$ cat src/rtl/dhrs_pkg.sv
package dhrs_pkg;

    localparam int unsigned TRK_W = 16;
    localparam int unsigned ID_W  = 16;

    localparam logic [2:0] MODE_FIFO  = 3'd0;
    localparam logic [2:0] MODE_SSTF  = 3'd1;
    localparam logic [2:0] MODE_LOOK  = 3'd2;
    localparam logic [2:0] MODE_CLOOK = 3'd3;
    localparam logic [2:0] MODE_FLOOK = 3'd4;

    localparam logic OP_ADD = 1'b0;
    localparam logic OP_GET = 1'b1;

    localparam logic [1:0] ST_ADDED = 2'd0;
    localparam logic [1:0] ST_FULL  = 2'd1;
    localparam logic [1:0] ST_GRANT = 2'd2;
    localparam logic [1:0] ST_EMPTY = 2'd3;

    typedef enum logic [2:0] {
        KIND_UP,
        KIND_DOWN,
        KIND_ABS,
        KIND_LOW,
        KIND_FIRST
    } pass_kind_t;

    typedef struct packed {
        pass_kind_t kind;
        logic       only_active;
    } pass_cfg_t;

    typedef struct packed {
        logic             w;
        logic [ID_W-1:0]  id;
        logic [TRK_W-1:0] trk;
    } entry_t;

endpackage

$ cat src/rtl/disk_head_request_scheduler_unit.sv
// Track request scheduler with FIFO, SSTF, LOOK, C-LOOK and F-LOOK policies held in one
// queue memory of QUEUE_DEPTH entries. A get runs one or more scan passes over the N queued
// entries through a single shared distance comparator, one entry per cycle (at most three
// passes, usually one), then closes the gap left by the granted entry k with N - k - 1
// memory moves. The queue memory has one read and one write port.
// The block takes one beat at a time; a finished result waits in the output register.
module disk_head_request_scheduler_unit
#(
    parameter int unsigned QUEUE_DEPTH = 64
)
(
    input  logic        clk,
    input  logic        rst_n,
    input  logic        cfg_we,
    input  logic [2:0]  cfg_wdata,
    input  logic        s_axis_tvalid,
    output logic        s_axis_tready,
    // req_id [15:0], req_track [31:16], head_track [47:32], head_busy [48], zero [55:49]
    input  logic [55:0] s_axis_tdata,
    // opcode [0]
    input  logic        s_axis_tuser,
    output logic        m_axis_tvalid,
    input  logic        m_axis_tready,
    // grant_id [15:0], grant_track [31:16], grant_set [32], going_up [33], zero [39:34]
    output logic [39:0] m_axis_tdata,
    // status [1:0]
    output logic [1:0]  m_axis_tuser
);
    import dhrs_pkg::*;

    localparam int unsigned IDX_W = (QUEUE_DEPTH > 1) ? $clog2(QUEUE_DEPTH) : 1;
    localparam int unsigned CNT_W = $clog2(QUEUE_DEPTH + 1);
    localparam logic [CNT_W-1:0] DEPTH_C = CNT_W'(QUEUE_DEPTH);

    typedef enum logic [2:0] {
        S_IDLE,
        S_START,
        S_SCAN,
        S_SHIFT,
        S_FINISH
    } state_t;

    state_t            state_reg;
    logic [2:0]        mode_reg;
    logic              op_reg;
    logic [ID_W-1:0]   id_in_reg;
    logic [TRK_W-1:0]  trk_in_reg;
    logic [TRK_W-1:0]  head_reg;
    logic              busy_reg;
    logic [CNT_W-1:0]  cnt_reg;
    logic [CNT_W-1:0]  act_cnt_reg;
    logic              flip_reg;
    logic              set_reg;
    logic              up_reg;
    pass_cfg_t         pass_reg;
    logic              tried_reg;
    logic [CNT_W-1:0]  iss_reg;
    logic              pv_reg;
    logic [CNT_W-1:0]  pidx_reg;
    logic              found_reg;
    logic [CNT_W-1:0]  best_idx_reg;
    logic [TRK_W-1:0]  best_d_reg;
    logic [ID_W-1:0]   best_id_reg;
    logic [TRK_W-1:0]  best_trk_reg;
    logic              best_act_reg;
    logic [1:0]        res_reg;
    logic              m_valid_reg;
    logic [1:0]        out_status_reg;
    logic [ID_W-1:0]   out_id_reg;
    logic [TRK_W-1:0]  out_trk_reg;
    logic              out_set_reg;
    logic              out_up_reg;

    entry_t            mem [QUEUE_DEPTH];
    entry_t            rdata_reg;
    logic              mem_we;
    logic [IDX_W-1:0]  mem_waddr;
    entry_t            mem_wdata;
    logic [IDX_W-1:0]  mem_raddr;
    logic [CNT_W-1:0]  pidx_m1;
    logic              add_wait;
    logic              issue;
    logic              rd_wait;
    logic [TRK_W-1:0]  cmp_dist;
    logic              cmp_take;

    assign s_axis_tready = (state_reg == S_IDLE);
    assign m_axis_tvalid = m_valid_reg;
    assign m_axis_tuser  = out_status_reg;
    assign m_axis_tdata  = {6'd0, out_up_reg, out_set_reg, out_trk_reg, out_id_reg};

    assign add_wait  = (mode_reg == MODE_FLOOK) && ((act_cnt_reg != '0) || busy_reg);
    assign issue     = (iss_reg < cnt_reg);
    assign rd_wait   = rdata_reg.w ^ flip_reg;
    assign pidx_m1   = pidx_reg - CNT_W'(1);
    assign mem_raddr = iss_reg[IDX_W-1:0];

    always_comb
    begin
        mem_we    = 1'b0;
        mem_waddr = cnt_reg[IDX_W-1:0];
        mem_wdata = '{w: add_wait ^ flip_reg, id: id_in_reg, trk: trk_in_reg};
        if (state_reg == S_START)
        begin
            mem_we = (op_reg == OP_ADD) && (cnt_reg < DEPTH_C);
        end
        else if (state_reg == S_SHIFT)
        begin
            mem_we    = pv_reg;
            mem_waddr = pidx_m1[IDX_W-1:0];
            mem_wdata = rdata_reg;
        end
    end

    always_ff @(posedge clk)
    begin
        if (mem_we)
        begin
            mem[mem_waddr] <= mem_wdata;
        end
        rdata_reg <= mem[mem_raddr];
    end

    dhrs_cmp u_cmp
    (
        .cfg     (pass_reg),
        .head    (head_reg),
        .trk     (rdata_reg.trk),
        .in_wait (rd_wait),
        .found   (found_reg),
        .best_d  (best_d_reg),
        .span    (cmp_dist),
        .take    (cmp_take)
    );

    always_ff @(posedge clk or negedge rst_n)
    begin
        if (!rst_n)
        begin
            state_reg      <= S_IDLE;
            mode_reg       <= MODE_FIFO;
            op_reg         <= OP_ADD;
            id_in_reg      <= '0;
            trk_in_reg     <= '0;
            head_reg       <= '0;
            busy_reg       <= 1'b0;
            cnt_reg        <= '0;
            act_cnt_reg    <= '0;
            flip_reg       <= 1'b0;
            set_reg        <= 1'b0;
            up_reg         <= 1'b1;
            pass_reg       <= '{kind: KIND_FIRST, only_active: 1'b0};
            tried_reg      <= 1'b0;
            iss_reg        <= '0;
            pv_reg         <= 1'b0;
            pidx_reg       <= '0;
            found_reg      <= 1'b0;
            best_idx_reg   <= '0;
            best_d_reg     <= '0;
            best_id_reg    <= '0;
            best_trk_reg   <= '0;
            best_act_reg   <= 1'b0;
            res_reg        <= ST_ADDED;
            m_valid_reg    <= 1'b0;
            out_status_reg <= ST_ADDED;
            out_id_reg     <= '0;
            out_trk_reg    <= '0;
            out_set_reg    <= 1'b0;
            out_up_reg     <= 1'b0;
        end
        else
        begin
            if (cfg_we)
            begin
                mode_reg <= cfg_wdata;
            end
            if (m_valid_reg && m_axis_tready && (state_reg != S_FINISH))
            begin
                m_valid_reg <= 1'b0;
            end
            case (state_reg)
                S_IDLE:
                begin
                    if (s_axis_tvalid)
                    begin
                        op_reg     <= s_axis_tuser;
                        id_in_reg  <= s_axis_tdata[15:0];
                        trk_in_reg <= s_axis_tdata[31:16];
                        head_reg   <= s_axis_tdata[47:32];
                        busy_reg   <= s_axis_tdata[48];
                        state_reg  <= S_START;
                    end
                end
                S_START:
                begin
                    if (op_reg == OP_ADD)
                    begin
                        if (cnt_reg >= DEPTH_C)
                        begin
                            res_reg <= ST_FULL;
                        end
                        else
                        begin
                            cnt_reg <= cnt_reg + CNT_W'(1);
                            if (!add_wait)
                            begin
                                act_cnt_reg <= act_cnt_reg + CNT_W'(1);
                            end
                            res_reg <= ST_ADDED;
                        end
                        state_reg <= S_FINISH;
                    end
                    else if (cnt_reg == '0)
                    begin
                        res_reg   <= ST_EMPTY;
                        state_reg <= S_FINISH;
                    end
                    else
                    begin
                        if ((mode_reg == MODE_FLOOK) && (act_cnt_reg == '0))
                        begin
                            flip_reg    <= ~flip_reg;
                            set_reg     <= ~set_reg;
                            act_cnt_reg <= cnt_reg;
                        end
                        pass_reg.only_active <= (mode_reg == MODE_FLOOK);
                        case (mode_reg)
                            MODE_SSTF:
                            begin
                                pass_reg.kind <= KIND_ABS;
                            end
                            MODE_LOOK, MODE_FLOOK:
                            begin
                                pass_reg.kind <= up_reg ? KIND_UP : KIND_DOWN;
                            end
                            MODE_CLOOK:
                            begin
                                pass_reg.kind <= up_reg ? KIND_UP : KIND_LOW;
                            end
                            default:
                            begin
                                pass_reg.kind <= KIND_FIRST;
                            end
                        endcase
                        tried_reg <= 1'b0;
                        iss_reg   <= '0;
                        pv_reg    <= 1'b0;
                        found_reg <= 1'b0;
                        state_reg <= S_SCAN;
                    end
                end
                S_SCAN:
                begin
                    pv_reg   <= issue;
                    pidx_reg <= iss_reg;
                    if (issue)
                    begin
                        iss_reg <= iss_reg + CNT_W'(1);
                    end
                    if (pv_reg && cmp_take)
                    begin
                        found_reg    <= 1'b1;
                        best_idx_reg <= pidx_reg;
                        best_d_reg   <= cmp_dist;
                        best_id_reg  <= rdata_reg.id;
                        best_trk_reg <= rdata_reg.trk;
                        best_act_reg <= ~rd_wait;
                    end
                    if (!issue && !pv_reg)
                    begin
                        if (found_reg)
                        begin
                            iss_reg   <= best_idx_reg + CNT_W'(1);
                            state_reg <= S_SHIFT;
                        end
                        else
                        begin
                            iss_reg <= '0;
                            if (((mode_reg == MODE_LOOK) || (mode_reg == MODE_FLOOK)) &&
                                !tried_reg &&
                                ((pass_reg.kind == KIND_UP) || (pass_reg.kind == KIND_DOWN)))
                            begin
                                up_reg        <= ~up_reg;
                                pass_reg.kind <= (pass_reg.kind == KIND_UP) ? KIND_DOWN
                                                                            : KIND_UP;
                                tried_reg     <= 1'b1;
                            end
                            else if ((mode_reg == MODE_CLOOK) && (pass_reg.kind == KIND_UP))
                            begin
                                pass_reg.kind <= KIND_LOW;
                            end
                            else
                            begin
                                pass_reg <= '{kind: KIND_FIRST, only_active: 1'b0};
                            end
                        end
                    end
                end
                S_SHIFT:
                begin
                    pv_reg   <= issue;
                    pidx_reg <= iss_reg;
                    if (issue)
                    begin
                        iss_reg <= iss_reg + CNT_W'(1);
                    end
                    if (!issue && !pv_reg)
                    begin
                        cnt_reg <= cnt_reg - CNT_W'(1);
                        if (best_act_reg)
                        begin
                            act_cnt_reg <= act_cnt_reg - CNT_W'(1);
                        end
                        if (mode_reg == MODE_CLOOK)
                        begin
                            up_reg <= 1'b1;
                        end
                        res_reg   <= ST_GRANT;
                        state_reg <= S_FINISH;
                    end
                end
                S_FINISH:
                begin
                    if (!m_valid_reg || m_axis_tready)
                    begin
                        m_valid_reg    <= 1'b1;
                        out_status_reg <= res_reg;
                        out_id_reg     <= (res_reg == ST_GRANT) ? best_id_reg : '0;
                        out_trk_reg    <= (res_reg == ST_GRANT) ? best_trk_reg : '0;
                        out_set_reg    <= set_reg;
                        out_up_reg     <= up_reg;
                        state_reg      <= S_IDLE;
                    end
                end
                default:
                begin
                    state_reg <= S_IDLE;
                end
            endcase
        end
    end

endmodule

$ cat src/rtl/dhrs_cmp.sv
module dhrs_cmp
(
    input  dhrs_pkg::pass_cfg_t             cfg,
    input  logic [dhrs_pkg::TRK_W-1:0]      head,
    input  logic [dhrs_pkg::TRK_W-1:0]      trk,
    input  logic                            in_wait,
    input  logic                            found,
    input  logic [dhrs_pkg::TRK_W-1:0]      best_d,
    output logic [dhrs_pkg::TRK_W-1:0]      span,
    output logic                            take
);
    import dhrs_pkg::*;

    logic qual;

    always_comb
    begin
        qual = 1'b1;
        span = '0;
        case (cfg.kind)
            KIND_UP:
            begin
                qual = (trk >= head);
                span = trk - head;
            end
            KIND_DOWN:
            begin
                qual = (trk <= head);
                span = head - trk;
            end
            KIND_ABS:
            begin
                span = (trk >= head) ? (trk - head) : (head - trk);
            end
            KIND_LOW:
            begin
                span = trk;
            end
            default:
            begin
                span = '0;
            end
        endcase
        if (cfg.only_active && in_wait)
        begin
            qual = 1'b0;
        end
        take = qual && (!found || (span < best_d));
    end

endmodule

$ cat config.mk
export PLATFORM = sky130hd
export DESIGN_NAME = disk_head_request_scheduler_unit
export DESIGN_NICKNAME = d
export VERILOG_FILES = /design/src/rtl/dhrs_pkg.sv /design/src/rtl/disk_head_request_scheduler_unit.sv /design/src/rtl/dhrs_cmp.sv
export SDC_FILE = /design/constraint.sdc
export NUM_CORES = 2
export LEC_CHECK = 0
export BUFFER_PORTS_ARGS = -buffer_cell sky130_fd_sc_hd__buf_2
export CORE_AREA = 4 4 372 521
export DETAILED_ROUTE_END_ITERATION = 8
export DIE_AREA = 0 0 376 525
export PLACE_DENSITY = 0.67
export RECOVER_POWER = 25
export SYNTH_ARGS = -nofsm -noshare
export SYNTH_HDL_FRONTEND = slang
export SYNTH_SLANG_ARGS = --single-unit
$ cat constraint.sdc
create_clock -name clk -period 4.4 [get_ports clk]
set_input_delay 0.88 -clock clk [delete_from_list [all_inputs] [get_ports clk]]
set_output_delay 0.88 -clock clk [all_outputs]
set_load 0.02 [all_outputs]
==> flow_summary.json <==
{
  "antenna_found_initial": 13,
  "skew_ns": 0.0377,
  "rsz0062_at_grt": "true",
  "postRouteAntennaNets": 0,
  "ys_warn_count": 0,
  "multi_input_area_mm2": 0.0232,
  "reg2reg_depth": 18,
  "power_density_mw_per_mm2": 692,
  "fmax_mhz": 229,
  "critical-path-top-delay-family": "compound AO/OA/AOI/OAI gates",
  "critical_path.endpoint": "best_idx_reg[0]",
  "clock-sinks": 2334,
  "die_w_um": 376,
  "first_pass_iters": 6,
  "drc": 0,
  "fin_crit_ns": 4.38,
  "synth-seq-cells": 2334,
  "cts_buffers": 210,
  "syn_inst": 4317,
  "hold_class": "in2reg",
  "fin_crit_sh_pct": 99.4,
  "drv_cap": 2,
  "dp_hpwl_um": 133000,
  "viasPerCell": 6.08,
  "drive_gt1_share_pct": 32.9,
  "crit_top_cell": "a21o_1",
  "clk_latency_ns": 0.84,
  "async_flop_share_pct": 8.10,
  "worstPathArrival_ns": 5.08,
  "synthFlopType": "edfxtp_1",
  "num_vias": 44900,
  "crit_path_end_kind": "flop",
  "crit_chain": "inv_2 > ha_4 > buf_4 > nand3_1 > o211a_1 > o41a_1 > o221a_2 > a22oi_2 > ha_1 > a21o_1 > a21o_1 > a21oi_2 > o21ai_1 > a32oi_2 > and3_4 > buf_8 > buf_12 > mux2_4",
  "slew_violations": 146,
  "seq_area_mm2": 0.0688,
  "fin_setup_tns_ns": 0,
  "syn_avg_cell_area_um2": 21.4,
  "cp.required_ns": 5.11,
  "tightest_slew_ns": 3.05,
  "cts_buffer_depth": 4,
  "ys_seq_area_share_pct": 74.6,
  "ios": 109,
  "largest_reg_flops": 2112,
  "startpoint_type": "flop",
  "port_buffers": 95,
  "netlist_area_mm2": 0.0922,
  "final-hold-violation-count": 0,
  "p_leak_nw": 33.9,
  "grt_usage_pct": 22.4,
  "clockRootBuffer": "clkbuf_16",
  "first_iter_violations": 4755,
  "wl_per_cell_um": 29.8,
  "hold_slack_ns": 0.266,
  "violations": "max-capacitance violations, max-slew violations",
  "irDropWorstVdd_v": 0.000455,
  "ys_types": 86,
  "gr-total-overflow": 0,
  "num_rows": 189,
  "nets": 4855,
  "worst-path-stages": 18,
  "fillerInstances": 13900,
  "grt_pass1_wl_um": 324000,
  "r2r_start": "head_reg[3]",
  "crit_type": "reg2reg",
  "worst-path-buf-inv": 4,
  "utilization_pct": 55.8,
  "dieArea_mm2": 0.197,
  "areaGrowthSynthToFinish_pct": 14.3,
  "first_global_vias": 46600,
  "place_congestion": 0.902,
  "reg2reg_to": "best_idx_reg[0]",
  "start_util_pct": 48.8,
  "slowest_stage": "o41a_1",
  "htreeDepth": 4,
  "cp_max_fo": 8,
  "clkTransAtPathRegs_ns": 0.07,
  "fin_cells": 7379,
  "max_stage_delay_ns": 0.43,
  "startpoint": "head_reg[3]",
  "cts_tree": "built",
  "placedCellCount": 6975,
  "r2r_slack_ns": 0.02,
  "setup_violations": 0,
  "slew_headroom_pct": -103,
  "status": "complete, but fails checks",
  "chipHeight_um": 525,
  "synth-edff-count": 2112,
  "wirelength_um": 220000,
  "core_mm2": 0.189,
  "grt_max_degree": 118
}
## placed cells by master, fill, tap and decap left out, drive strengths merged, types with 18 or more instances in the layout
| cell | netlist | final |
|---|---|---|
| dfrtp | 187 | 187 |
| mux2 | 99 | 99 |
| ha | 63 | 63 |
| nor2 | 117 | 117 |
| a21oi | 46 | 46 |
| nor3 | 18 | 18 |
| inv | 74 | 79 |
| edfxtp | 2112 | 2112 |
| clkinv | 0 | 68 |
| dfxtp | 33 | 33 |
| a21o | 26 | 26 |
| nand2 | 231 | 231 |
| mux4 | 693 | 693 |
| clkbuf | 132 | 351 |
| nand3 | 33 | 33 |
| buf | 94 | 341 |
| o21ai | 118 | 118 |
## cell usage after synthesis (9+ instances only)
| library cell | n | area (µm²) |
|---|---|---|
| mux2_2 | 82 | 923 |
| ha_1 | 63 | 788 |
| buf_1 | 19 | 71.3 |
| buf_2 | 61 | 305 |
| a31oi_1 | 12 | 75.1 |
| edfxtp_1 | 2112 | 63400 |
| mux4_2 | 693 | 15600 |
| nand2_1 | 231 | 867 |
| a21oi_1 | 45 | 225 |
| nor3_1 | 18 | 90.1 |
| clkbuf_1 | 132 | 495 |
| nor2_1 | 117 | 439 |
| dfrtp_1 | 187 | 4680 |
| a21o_1 | 26 | 195 |
| nand4_1 | 9 | 56.3 |
| o21ai_0 | 114 | 571 |
| buf_4 | 9 | 67.6 |
| xor2_1 | 14 | 123 |
| inv_1 | 74 | 278 |
| dfxtp_1 | 33 | 661 |
| nand2b_1 | 14 | 87.6 |
| nand3_1 | 32 | 160 |
| mux2_4 | 10 | 150 |
| xnor2_1 | 14 | 123 |
## through the flow
stage	setup WS, ns	power (mW)	area (µm²)
floorplan	-0.291	46.0	92200
global placement	-0.416	54.0	98300
detailed placement	-0.437	54.5	98300
CTS	-0.0215	72.9	105000
global route	-0.126	76.1	105000
finish	0.0247	73.0	105000
## worst min-delay path by stage
stage / from / endpoint / slack [ns] / cells past startpoint
5_1_grt: s_axis_tdata[21] / trk_in_reg[5] / 0.24 / 2
4_1_cts: rst_n / best_d_reg[15] / 0.19 / 1
3_3_place_gp: out_trk_reg[14] / out_trk_reg[14] / 0.46 / 2
2_1_floorplan: set_reg / set_reg / 0.44 / 1
3_5_place_dp: out_trk_reg[9] / out_trk_reg[9] / 0.47 / 2
6_report: s_axis_tdata[20] / trk_in_reg[4] / 0.27 / 2
## power breakdown
group,leakage [nW],internal [mW],switching (mW)
Combinational,9.05,9.81,14.2
Clock,3.20,9.95,7.85
Sequential,21.7,30.0,1.14
## cells by family (layout without fill, tap and decap cells)
| family | count (synthesis) | count (layout) | share of synthesized area (%) |
|---|---|---|---|
| buffers and inverters | 300 | 867 | 1.38 |
| muxes | 797 | 797 | 18.2 |
| DFF | 2334 | 2334 | 74.6 |
| xor gates and xnor gates | 28 | 28 | 0.266 |
| and+or+nand+nor | 476 | 476 | 2.29 |
| adders and majority gates | 66 | 66 | 0.920 |
| AOI/OAI and AO/OA | 315 | 315 | 2.28 |
| other | 1 | 13 | 0.00407 |
## per-layer routing
layer | wire [µm] | up-vias | share of wire [%] | GRT usage [%]
met5 | 0 | - | 0 | 0
met4 | 6510 | 0 | 3.0 | 6.64
met3 | 12800 | 358 | 5.8 | 2.81
met2 | 116000 | 1625 | 53 | 39.4
met1 | 85000 | 24200 | 39 | 29.5
li1 | - | 18700 | - | -
## worst register-to-register path: stages (launching register included)
cell     delay, ns
dfrtp_1       0.37
inv_2         0.06
ha_4          0.28
buf_4         0.14
nand3_1       0.12
o211a_1       0.25
o41a_1        0.43
o221a_2       0.32
a22oi_2       0.30
ha_1          0.30
a21o_1        0.16
a21o_1        0.19
a21oi_2       0.16
o21ai_1       0.09
a32oi_2       0.19
and3_4        0.26
buf_8         0.14
buf_12        0.15
mux2_4        0.34
## final cells by class
| class | instances | area share [%] |
|---|---|---|
| antenna | 7 | 0.0166 |
| clock buffer | 276 | 5.42 |
| clock inverter | 101 | 0.848 |
| inverter | 74 | 0.264 |
| multi-input combinational | 1688 | 22.0 |
| sequential | 2334 | 65.3 |
| tap | 2483 | 2.95 |
| timing repair buffer | 416 | 3.17 |
## what timing repair did
item	4_1_cts	5_1_grt
setup endpoints to repair	56	51
hold endpoints to repair	0	0
setup buffers	8	10
gates cloned	2	1
gates resized for setup	58	65
hold buffers	0	0
pin swaps	20	30
Note: power is estimated with default switching activity, not from simulation.
